<file path="src/rtl/hdw_pkg.sv">
// ---------------------------------------------------------------------------
// hdw_pkg
// Shared types and constants for the Huffman tree-walk decoder.
// ---------------------------------------------------------------------------
package hdw_pkg;

  // Tree shape
  localparam int HDW_INTERNAL_NODES = 256;
  localparam int HDW_ID_W           = 9;
  localparam int HDW_SLOT_W         = 8;
  localparam int HDW_SYM_W          = 8;
  localparam int HDW_BYTE_W         = 8;
  localparam int HDW_CNT_W          = 32;
  localparam int HDW_BITCNT_W       = 3;

  // Configuration port
  localparam int HDW_CFG_DATA_W = 32;
  localparam int HDW_CFG_IDX_W  = 1;
  localparam logic [HDW_CFG_IDX_W-1:0] CFG_ROOT_NODE    = 1'b0;
  localparam logic [HDW_CFG_IDX_W-1:0] CFG_SYMBOL_TOTAL = 1'b1;

  // Request codes
  localparam logic REQ_LOAD   = 1'b0;
  localparam logic REQ_DECODE = 1'b1;

  localparam logic [HDW_ID_W-1:0]     RESET_ROOT   = 9'd511;
  localparam logic [HDW_BITCNT_W-1:0] LAST_BIT_IDX = 3'd7;

  // Input item
  typedef struct packed {
    logic                  req_type;
    logic [HDW_SLOT_W-1:0] node_slot;
    logic [HDW_ID_W-1:0]   left_child;
    logic [HDW_ID_W-1:0]   right_child;
    logic [HDW_BYTE_W-1:0] data_byte;
  } hdw_in_t;

  // Result item
  typedef struct packed {
    logic [HDW_SYM_W-1:0] symbol;
    logic                 last;
  } hdw_out_t;

  // Walk sequencer states
  typedef enum logic [1:0] {
    ST_IDLE,
    ST_WALK,
    ST_FLUSH
  } hdw_state_t;

  // Requests from the walk sequencer to the output buffer
  typedef struct packed {
    logic                 emit;
    logic                 flush;
    logic [HDW_SYM_W-1:0] symbol;
  } hdw_obuf_req_t;

  // Status from the output buffer
  typedef struct packed {
    logic can_emit;
    logic can_flush;
    logic pend_valid;
  } hdw_obuf_stat_t;

endpackage

</file>
<file path="src/rtl/hdw_out_buf.sv">
// ---------------------------------------------------------------------------
// hdw_out_buf
// Holds the newest symbol until the next one or the end of the byte tells
// whether it is the last, plus the output register toward the sink.
// ---------------------------------------------------------------------------
module hdw_out_buf (
  input  logic                    clk,
  input  logic                    rst_n,
  input  hdw_pkg::hdw_obuf_req_t  req,
  output hdw_pkg::hdw_obuf_stat_t stat,
  output logic                    out_valid,
  input  logic                    out_stall,
  output hdw_pkg::hdw_out_t       out_data
);
  import hdw_pkg::*;

  logic                 pend_valid_r, pend_valid_nxt;
  logic [HDW_SYM_W-1:0] pend_sym_r, pend_sym_nxt;
  logic                 out_valid_r, out_valid_nxt;
  hdw_out_t             out_data_r, out_data_nxt;
  logic                 out_free;

  // Output register is free when empty or being taken this cycle
  assign out_free = !out_valid_r || !out_stall;

  assign stat.can_emit   = !pend_valid_r || out_free;
  assign stat.can_flush  = !pend_valid_r || out_free;
  assign stat.pend_valid = pend_valid_r;

  always_comb begin
    pend_valid_nxt = pend_valid_r;
    pend_sym_nxt   = pend_sym_r;
    out_valid_nxt  = out_valid_r && out_stall;
    out_data_nxt   = out_data_r;
    if (req.emit) begin
      // older symbol is known not to be last
      if (pend_valid_r) begin
        out_valid_nxt       = 1'b1;
        out_data_nxt.symbol = pend_sym_r;
        out_data_nxt.last   = 1'b0;
      end
      pend_valid_nxt = 1'b1;
      pend_sym_nxt   = req.symbol;
    end else if (req.flush && pend_valid_r && out_free) begin
      out_valid_nxt       = 1'b1;
      out_data_nxt.symbol = pend_sym_r;
      out_data_nxt.last   = 1'b1;
      pend_valid_nxt      = 1'b0;
    end
  end

  always_ff @(posedge clk) begin
    if (!rst_n) begin
      pend_valid_r <= 1'b0;
      out_valid_r  <= 1'b0;
    end else begin
      pend_valid_r <= pend_valid_nxt;
      out_valid_r  <= out_valid_nxt;
    end
  end

  always_ff @(posedge clk) begin
    pend_sym_r <= pend_sym_nxt;
    out_data_r <= out_data_nxt;
  end

  assign out_valid = out_valid_r;
  assign out_data  = out_data_r;

endmodule

</file>
<file path="config.mk">
export PLATFORM = sky130hd
export DESIGN_NAME = hdw_out_buf
export DESIGN_NICKNAME = d
export VERILOG_FILES = /design/src/rtl/hdw_pkg.sv /design/src/rtl/hdw_out_buf.sv
export SDC_FILE = /design/constraint.sdc
export NUM_CORES = 1
export LEC_CHECK = 0
export BUFFER_PORTS_ARGS = -buffer_cell sky130_fd_sc_hd__clkbuf_2
export CELL_PAD_IN_SITES_DETAIL_PLACEMENT = 1
export CELL_PAD_IN_SITES_GLOBAL_PLACEMENT = 2
export CORE_UTILIZATION = 32
export CTS_CLUSTER_DIAMETER = 50
export DETAILED_ROUTE_END_ITERATION = 6
export PLACE_DENSITY = 0.76
export SLEW_MARGIN = 20
export SYNTH_ARGS = -nofsm -noshare
export SYNTH_HDL_FRONTEND = slang
export SYNTH_SLANG_ARGS = --single-unit
</file>
<file path="constraint.sdc">
create_clock -name clk -period 1.7 [get_ports clk]
set_input_delay 0.34 -clock clk [delete_from_list [all_inputs] [get_ports clk]]
set_output_delay 0.34 -clock clk [all_outputs]
set_load 0.02 [all_outputs]
</file>
# Word level (Yosys, flattened, before mapping)
# Cells that the tools add are included.
[op_classes]
add_sub_neg = 0
multipliers = 0
div_mod_pow = 0
magnitude_cmp = 0
n_eq_ne = 1
shifts = 0
n_mux = 8
bitwise = 0
reduce_logical = 10
[ops]
columns = ["operator", "count"]
rows = [
  ["2-to-1 mux 9 bit", 3],
  ["2-to-1 mux 1 bit", 5],
  ["logical AND 1 bit", 3],
  ["logical NOT 1 bit", 3],
  ["logical OR 1 bit", 2],
  ["inequality test 2 x 1 -> 1 bit (second input constant)", 1],
  ["AND reduction 2 bit", 1],
  ["nonzero test 2 bit", 1],
]
[word_totals]
regBits = 19
latchBits = 0
mem_bits_rw = 0
romBits = 0
output_inout_bits = 13
wordCells = 24
n_memories = 0

# Logic depth before layout (Yosys ltp)
# Gate-level depths: netlist of run 1.
[depth]
word_depth = 5
depth_mapped = 2

# Least setup slack after synthesis of run 1
# No wires, ideal clock.
[synth_path]
kind = "reg-to-output"
start = "register out_valid_r (netlist: out_valid)"
end = "output port stat[2] (netlist name)"
arrival_ns = 0.942
required_time_ns = 1.360
slack_ns = 0.418
path_stages_with_launch = 3
path_buffers = 1
cell_sequence = "dfxtp_1 nand3_1 buf_4"
[synth_rtl]
columns = ["element", "line", "text"]
rows = [
  ["start, declared", "hdw_out_buf.sv:19", "logic out_valid_r, out_valid_nxt;"],
  ["start signal, assigned", "hdw_out_buf.sv:58", "out_valid_r <= out_valid_nxt;"],
  ["end, declared", "hdw_out_buf.sv:10", "output hdw_pkg::hdw_obuf_stat_t stat,"],
]

==> flow_summary.json, run 1 <==
{
  "rows": 15,
  "timing.rr.start": "out_valid$_SDFF_PN0_",
  "path_clk_slew_ns": 0.10,
  "grt_pass1_vias": 318,
  "diodes": 0,
  "ir_worst_vdd_v": 0.000311,
  "fin_worst_skew_ns": 0.00133,
  "rr_worst_depth": 2,
  "layout-drive-gt1-share": 0.517,
  "p_per_area_mw_per_mm2": 1040,
  "final_cells": 83,
  "die_h_um": 45.9,
  "drc": 0,
  "most-common-layout-cells": "clkbuf_2 (25), edfxtp_1 (17), clkbuf_4 (3)",
  "cp.required_ns": 1.36,
  "cp_max_fo": 5,
  "antenna_found_initial": 0,
  "wl_per_cell_um": 10.7,
  "critical_path_class": "reg -> out",
  "area.growth.synth_to_final_pct": 28.6,
  "synth_compound_area_frac": 0.0629,
  "syn_nets": 43,
  "worst_pin_slew_ns": 0.368,
  "drt-initial-drc-count": 4,
  "cts-root-buf": "clkbuf_4",
  "crit_chain": "nand3_1, clkbuf_2",
  "synthMuxAreaShare": 0,
  "yosysUniqueCellTypes": 10,
  "hold_class": "in -> reg",
  "drv_cap": 0,
  "total_power_uw": 826,
  "hold_slack_ns": 0.225,
  "coreArea_mm2": 0.00176,
  "fin_crit_sh": 0.762,
  "grt_max_degree": 12,
  "fmax_mhz": 772,
  "cts-htree-levels": 1,
  "ios": 26,
  "layout_min_cycle_time_ns": 1.30,
  "clock_path_buffers": 2,
  "crit_path_end_kind": "primary output",
  "ys_warn_count": 0,
  "cts_tree": "yes",
  "relSlewSlack": 0.755,
  "synth_top_family_by_area": "compound AO/OA/AOI/OAI gates",
  "die_x_um": 45.9,
  "numClockSinks": 19,
  "start_kind": "flop",
  "drt.antenna.violating_nets": 0,
  "r2r_end": "out_data[4]$_DFFE_PP_",
  "initial_core_util": 0.350,
  "crit_family": "flip-flops",
  "hold_viol": 0,
  "synthSimpleGateAreaFrac": 0.0142,
  "grt_overflow": 0,
  "regToRegSetupSlack_ns": 0.50,
  "post-cts-setup-buffer-count": 0,
  "holdBufCountCts": 0,
  "p_leak_nw": 0.322,
  "synthXorXnorAreaFrac": 0,
  "netlist_instances": 30,
  "finalMaxSlewViolations": 0,
  "cts_made_buffers": 3,
  "numPlacedInstances": 79,
  "grtUsageTotal": 0.0963,
  "vias": 338,
  "layout.nets": 72,
  "portBuffers": 25,
  "worstHoldEndpoint": "pend_sym_r[5]$_DFFE_PP_",
  "ctsResizeCount": 0,
  "hold_depth": 1,
  "netlist_area_um2": 617,
  "grt_setup_unrepaired": "false",
  "status": "completed",
  "via_per_inst": 4.07,
  "clock_latency_ns": 0.28,
  "wl_um": 892,
  "hp-start": "req[5]",
  "tns_ns": 0,
  "die_area_mm2": 0.00211,
  "crit_slowest_cell": "dfxtp_1",
  "synth-seq-area-share": 0.892,
  "grt_pass1_wl_mm": 1.29,
  "cp_num_buf_inv": 1,
  "place.gp.congestion": 0.611,
  "finalSetupViolCount": 0,
  "drt_pre_antenna_iters": 2,
  "arrival_ns": 0.96,
  "fin_util": 0.450,
  "synth_adder_area_share": 0,
  "final_common_cell": "clkbuf_2",
  "ys_ff_latch": 19,
  "syn_avg_cell_area_um2": 20.6,
  "max_stage_delay_ns": 0.40
}
## state kept, by name, summed over array words and instances (netlist names)
signal,flops
out_valid,1
pend_sym_r,8
out_data,9
pend_valid_r,1
## synthesized netlist by cell type
library cell	number	area, um2
edfxtp_1	17	510
a21boi_1	2	15.0
buf_4	2	15.0
dfxtp_1	2	40.0
o21ai_0	2	10.0
a31oi_1	1	6.26
inv_1	1	3.75
nand2_1	1	3.75
nand3_1	1	5.00
o21a_1	1	7.51
## metal layers
layer | routed length (um) | up-vias | global-route usage | part of all wire
met5 | 0 | - | 0 | 0
met4 | 0 | 0 | 0.0882 | 0
met3 | 64 | 0 | 0.0397 | 0.072
met2 | 468 | 16 | 0.152 | 0.52
met1 | 359 | 153 | 0.0944 | 0.40
li1 | - | 169 | - | -
## report_power, final
part / total, mW / leakage, nW / switching, mW / internal (mW)
Clock: 0.212 / 0.0177 / 0.124 / 0.0874
Sequential: 0.552 / 0.178 / 0.00954 / 0.543
Combinational: 0.0620 / 0.126 / 0.0381 / 0.0239
Total: 0.826 / 0.322 / 0.172 / 0.654
## logic make-up after synthesis
kind of cell / Yosys count
AOI/OAI and AO/OA: 6
buffers and inverters: 3
DFF: 19
and+or+nand+nor: 2
## per-stage QoR
| step | setup slack [ns] | cell area (um2) |
|---|---|---|
| 2_1_floorplan | 0.418 | 617 |
| 3_3_place_gp | 0.387 | 766 |
| 3_5_place_dp | 0.376 | 766 |
| 4_1_cts | 0.383 | 793 |
| 5_1_grt | 0.329 | 793 |
| 6_report | 0.405 | 793 |
## worst max-delay path by stage
stage                            endpoint                 startpoint  slack [ns]  cells past startpoint
CTS                               stat[2]  pend_valid_r$_SDFFE_PN0P_        0.38                      2
global placement    out_data[1]$_DFFE_PP_                     req[8]        0.39                      3
global route                      stat[2]  pend_valid_r$_SDFFE_PN0P_        0.33                      2
floorplan                         stat[2]       out_valid$_SDFF_PN0_        0.42                      2
finish                            stat[2]  pend_valid_r$_SDFFE_PN0P_        0.40                      2
detailed placement  out_data[8]$_DFFE_PP_                     req[8]        0.38                      3
## area by class of cell
cell class | count | area [um2]
Clock buffer | 3 | 22.5
Fill cell | 210 | 971
Multi-Input combinational cell | 8 | 47.5
Clock inverter | 1 | 5.00
Sequential cell | 19 | 551
Timing Repair Buffer | 26 | 133
Inverter | 1 | 3.75
Tap cell | 25 | 31.3
(Power assumes the default switching activity.)
==> run 2: changes to the inputs <==
ABC_AREA = 1   (was not set)
CORE_UTILIZATION = 29   (was 32)
PLACE_DENSITY = 0.71   (was 0.76)
clock period = 1.3 ns   (was 1.7 ns; I/O delays follow)
==> flow_summary.json, run 2 <==
{
  "status": "completed",
  "synth_compound_area_frac": 0.0139,
  "ys_ff_latch": 19,
  "drt_pre_antenna_iters": 4,
  "synth_top_family_by_area": "simple AND/OR/NAND/NOR gates",
  "worst_pin_slew_ns": 0.362,
  "grt-busiest-layer": "met2",
  "drc": 0,
  "cp_max_fo": 3,
  "clock_path_buffers": 2,
  "layout-drive-gt1-share": 0.524,
  "via_per_inst": 4.10,
  "grt_pass1_wl_mm": 1.79,
  "cp.required_ns": 1.04,
  "hold_depth": 1,
  "gr-usage-met3": 0.0314,
  "largest_reg_flops": 9,
  "grt_setup_unrepaired": "false",
  "arrival_ns": 0.93,
  "synth_area_leader_cell": "edfxtp_1",
  "finalMaxSlewViolations": 0,
  "final_common_cell": "clkbuf_2",
  "synth_flop_cell": "edfxtp_1",
  "grt_overflow": 0,
  "path_clk_slew_ns": 0.12,
  "start_kind": "flop",
  "power_frac_seq": 0.644,
  "ys_warn_count": 0,
  "wl_per_cell_um": 12.0,
  "cts_made_buffers": 3,
  "coreArea_mm2": 0.00200,
  "die_area_mm2": 0.00236,
  "post-cts-setup-buffer-count": 0,
  "layout.nets": 77,
  "initial_core_util": 0.314,
  "p_clk_frac": 0.266,
  "most-common-layout-cells": "clkbuf_2 (25), edfxtp_1 (17), inv_1 (4)",
  "synthXorXnorAreaFrac": 0,
  "ios": 26,
  "p_int_uw": 866,
  "synthTopCellsByCount": "edfxtp_1 (17), inv_1 (4), nand2_1 (3), nand3_1 (3)",
  "drv_cap": 0,
  "grt_pass1_vias": 401,
  "setup_ws_ns": 0.107,
  "synthSimpleGateAreaFrac": 0.0636,
  "p_comb_frac": 0.089,
  "yosysMostFrequentCell": "edfxtp_1",
  "fin_worst_skew_ns": 0.00913,
  "yosysUniqueCellTypes": 9,
  "worstHoldEndpoint": "pend_sym_r[0]$_DFFE_PP_",
  "p_sw_frac": 0.237,
  "r2r_end": "out_data[5]$_DFFE_PP_",
  "rr_worst_depth": 3,
  "area.growth.synth_to_final_pct": 28.6,
  "finalSetupViolCount": 0,
  "async_flop_share": 0,
  "numClockSinks": 19,
  "p_leak_nw": 0.350,
  "wl_mm": 1.08,
  "ir_worst_vdd_v": 0.000569,
  "max_stage_delay_ns": 0.38,
  "hold_viol": 0,
  "syn_avg_cell_area_um2": 18.0,
  "synthTopCellsByArea": "edfxtp_1 (81%), dfxtp_1 (6.4%), nand3_1 (2.4%), buf_4 (2.4%), inv_1 (2.4%)",
  "drt.antenna.violating_nets": 0,
  "crit_path_end_kind": "primary output",
  "synth.top_cell.area_share": 0.811,
  "grt_max_degree": 12,
  "clock_latency_ns": 0.30,
  "fmax_mhz": 838,
  "portBuffers": 25,
  "diodes": 0,
  "drt-initial-drc-count": 5,
  "crit_chain": "nand3_1, clkbuf_2",
  "die_x_um": 48.6,
  "crit_slowest_cell": "dfxtp_1",
  "syn_nets": 48,
  "p_sw_uw": 269,
  "synth-seq-area-share": 0.875,
  "die_h_um": 48.6,
  "antenna_found_initial": 0,
  "relSlewSlack": 0.758,
  "critical_path_class": "reg -> out",
  "p_per_area_mw_per_mm2": 1400,
  "synth_edf_count": 17,
  "crit_start": "out_valid$_SDFF_PN0_",
  "cts_tree": "yes",
  "cts-htree-levels": 1,
  "netlist_area_um2": 629,
  "place.gp.congestion": 0.605,
  "cts-root-buf": "clkbuf_4",
  "synthMuxAreaShare": 0,
  "use_met1": 0.122,
  "hp-start": "req[0]",
  "grtUsageMet2": 0.162,
  "synth_adder_area_share": 0,
  "layout_min_cycle_time_ns": 1.19,
  "fin_crit_sh": 0.918,
  "regToRegSetupSlack_ns": 0.13,
  "dpl_worst_slack_ns": 0.0744,
  "grtUsageTotal": 0.104,
  "vias": 369,
  "timing.rr.start": "out_valid$_SDFF_PN0_",
  "hold_class": "in -> reg",
  "place_hpwl_um": 857,
  "rows": 16,
  "netlist_instances": 35,
  "tns_ns": 0
}
[run 2: routing by layer]
layer	routed length (um)	part of all wire	up-vias
met4	10	0.0092	0
met3	106	0.098	2
li1	-	-	175
met1	480	0.44	166
met5	0	0	-
met2	485	0.45	26
[run 2: power groups by stage]
stage | Combinational (mW) | Clock [mW] | Sequential [mW]
2_1_floorplan | 0.0266 | 0 | 0.768
3_3_place_gp | 0.100 | 0 | 0.744
3_5_place_dp | 0.104 | 0 | 0.747
4_1_cts | 0.104 | 0.309 | 0.733
5_1_grt | 0.112 | 0.324 | 0.737
6_report | 0.102 | 0.302 | 0.732
[run 2: layout make-up]
cell class	count	area [um2]
fill	223	1190
sequential	19	552
timing repair buffer	26	133
multi-input combinational	10	48.8
tap	27	33.8
clock buffer	3	22.5
inverter	4	15.0
clock inverter	1	5.00
[run 2: timing repair]
action,CTS,global route
endpoints found under the setup margin,0,5
hold buffers,0,0
gates resized for setup,0,1
[run 2: per-stage QoR]
stage	area (um2)	hold slack, ns	util	cells	power [mW]
after detailed placement	781	0.411	0.390	86	0.851
final	810	0.125	0.404	90	1.14
after global placement	781	0.403	0.390	86	0.844
after global routing	810	0.117	0.404	90	1.17
after CTS	808	0.122	0.404	90	1.15
after floorplan	629	0.358	-	35	0.794
[run 2: worst max-delay path by stage]
stage                       endpoint  slack, ns  depth (start not counted)
3_3_place_gp   out_data[8]$_DFFE_PP_       0.16                          4
3_5_place_dp   out_data[8]$_DFFE_PP_       0.07                          4
5_1_grt        out_data[5]$_DFFE_PP_       0.03                          3
6_report                     stat[2]       0.11                          2
2_1_floorplan                stat[2]        0.1                          2
4_1_cts                      stat[2]       0.03                          2
[run 2: cell families after synthesis]
group | after synthesis
buffers and inverters | 6
AND/OR/NAND/NOR | 9
AO/OA/AOI/OAI | 1
flip-flops | 19
[run 2: critical path: cells and delay by family, from the launching register on]
family,cells,cell delay (ns)
simple gates,1,0.10
buf+inv,1,0.16
flops,1,0.38
==> run 3: changes to the inputs <==
HOLD_SLACK_MARGIN = 0.15   (was not set)
==> flow_summary.json, run 3 (synthesis results as in run 2) <==
{
  "worstHoldEndpoint": "out_valid$_SDFF_PN0_",
  "final_common_cell": "clkbuf_2",
  "cp_max_fo": 3,
  "cts-root-buf": "clkbuf_4",
  "r2r_end": "out_data[5]$_DFFE_PP_",
  "drc": 0,
  "area.growth.synth_to_final_pct": 41.4,
  "place_hpwl_um": 857,
  "arrival_ns": 0.93,
  "place.gp.congestion": 0.605,
  "critical_path_class": "reg -> out",
  "timing.rr.start": "out_valid$_SDFF_PN0_",
  "cts_made_buffers": 3,
  "rows": 16,
  "place_area_um2": 781,
  "die_x_um": 48.6,
  "hold_viol": 0,
  "start_kind": "flop",
  "drt_pre_antenna_iters": 4,
  "path_clk_slew_ns": 0.10,
  "most-common-layout-cells": "clkbuf_2 (25), edfxtp_1 (17), dlygate4sd3_1 (8)",
  "regToRegSetupSlack_ns": 0.13,
  "grt_overflow": 0,
  "setup_ws_ns": 0.107,
  "drt.antenna.violating_nets": 0,
  "final.fill_count": 218,
  "rr_worst_depth": 3,
  "p_per_area_mw_per_mm2": 1300,
  "fin_worst_skew_ns": 0.00958,
  "tns_ns": 0,
  "p_leak_nw": 0.383,
  "die_area_mm2": 0.00236,
  "grt_max_degree": 12,
  "coreArea_mm2": 0.00200,
  "antenna_found_initial": 0,
  "drv_cap": 0,
  "ios": 26,
  "grt_pass1_wl_mm": 1.99,
  "grt_setup_unrepaired": "false",
  "initial_core_util": 0.314,
  "hp-start": "rst_n",
  "clock_path_buffers": 2,
  "largest_reg_flops": 9,
  "finalMaxSlewViolations": 0,
  "cp.required_ns": 1.04,
  "finalSetupViolCount": 0,
  "cts_tree": "yes",
  "vias": 396,
  "crit_path_end_kind": "primary output",
  "die_h_um": 48.6,
  "via_per_inst": 4.04,
  "grtUsageTotal": 0.117,
  "clock_latency_ns": 0.30,
  "worst_pin_slew_ns": 0.362,
  "fin_crit_sh": 0.918,
  "hold_class": "in -> reg",
  "layout.nets": 85,
  "drt-initial-drc-count": 5,
  "cts-htree-levels": 1,
  "wl_mm": 1.21,
  "relSlewSlack": 0.758,
  "post-cts-setup-buffer-count": 0,
  "layout-drive-gt1-share": 0.465,
  "portBuffers": 25,
  "grt_pass1_vias": 450,
  "dpl_worst_slack_ns": 0.0744,
  "total_power_mw": 1.16,
  "final_area_um2": 890,
  "status": "completed",
  "layout_min_cycle_time_ns": 1.19,
  "ir_worst_vdd_v": 0.000588,
  "hold_depth": 3,
  "fmax_mhz": 838,
  "numClockSinks": 19,
  "wl_per_cell_um": 12.3,
  "diodes": 0
}
-- run 3: changes by cell type in the layout (fill, tap and decap cells not counted), sizes merged --
cell         previous run  this run
dlygate4sd3             0         8
-- run 3: critical path, cell delays in order, from the launching register on --
cell	delay (ns)
dfxtp_1	0.38
nand3_1	0.10
clkbuf_2	0.16
-- run 3: power by group --
part	internal [mW]	switching [mW]
Combinational	0.0510	0.0706
Sequential	0.716	0.0153
Clock	0.115	0.188
Total	0.882	0.274
-- run 3: area by class of cell --
cell class / instances / area, um2 / area share
clock inverter: 1 / 5.00 / 0.00563
timing repair buffer: 34 / 213 / 0.239
multi-input combinational: 10 / 48.8 / 0.0549
tap: 27 / 33.8 / 0.0380
sequential: 19 / 552 / 0.620
inverter: 4 / 15.0 / 0.0169
clock buffer: 3 / 22.5 / 0.0253
-- run 3: metal layers --
| layer | track usage | wire (um) | up-vias |
|---|---|---|---|
| met5 | 0 | 0 | - |
| met4 | 0.0735 | 10 | 0 |
| met3 | 0.0314 | 104 | 2 |
| met2 | 0.204 | 589 | 26 |
| met1 | 0.124 | 500 | 177 |
| li1 | - | - | 191 |
-- run 3: metrics by stage --
stage	cells	hold slack, ns	utilization
2_1_floorplan	35	0.358	-
3_3_place_gp	86	0.403	0.390
3_5_place_dp	86	0.411	0.390
4_1_cts	98	0.160	0.444
5_1_grt	98	0.178	0.444
6_report	98	0.161	0.444
-- run 3: worst max-delay path by stage --
stage | from | slack [ns] | endpoint | depth (start not counted)
floorplan | out_valid$_SDFF_PN0_ | 0.1 | stat[2] | 2
global placement | out_stall | 0.16 | out_data[8]$_DFFE_PP_ | 4
detailed placement | out_stall | 0.07 | out_data[8]$_DFFE_PP_ | 4
CTS | pend_valid_r$_SDFFE_PN0P_ | 0.03 | stat[2] | 2
global route | out_valid$_SDFF_PN0_ | 0.03 | out_data[5]$_DFFE_PP_ | 3
finish | out_valid$_SDFF_PN0_ | 0.11 | stat[2] | 2
-- run 3: timing repair --
item                                    4_1_cts  5_1_grt
hold endpoints to repair                      8        0
hold buffers                                  8        0
endpoints found under the setup margin        0        5
resized for setup                             0        1
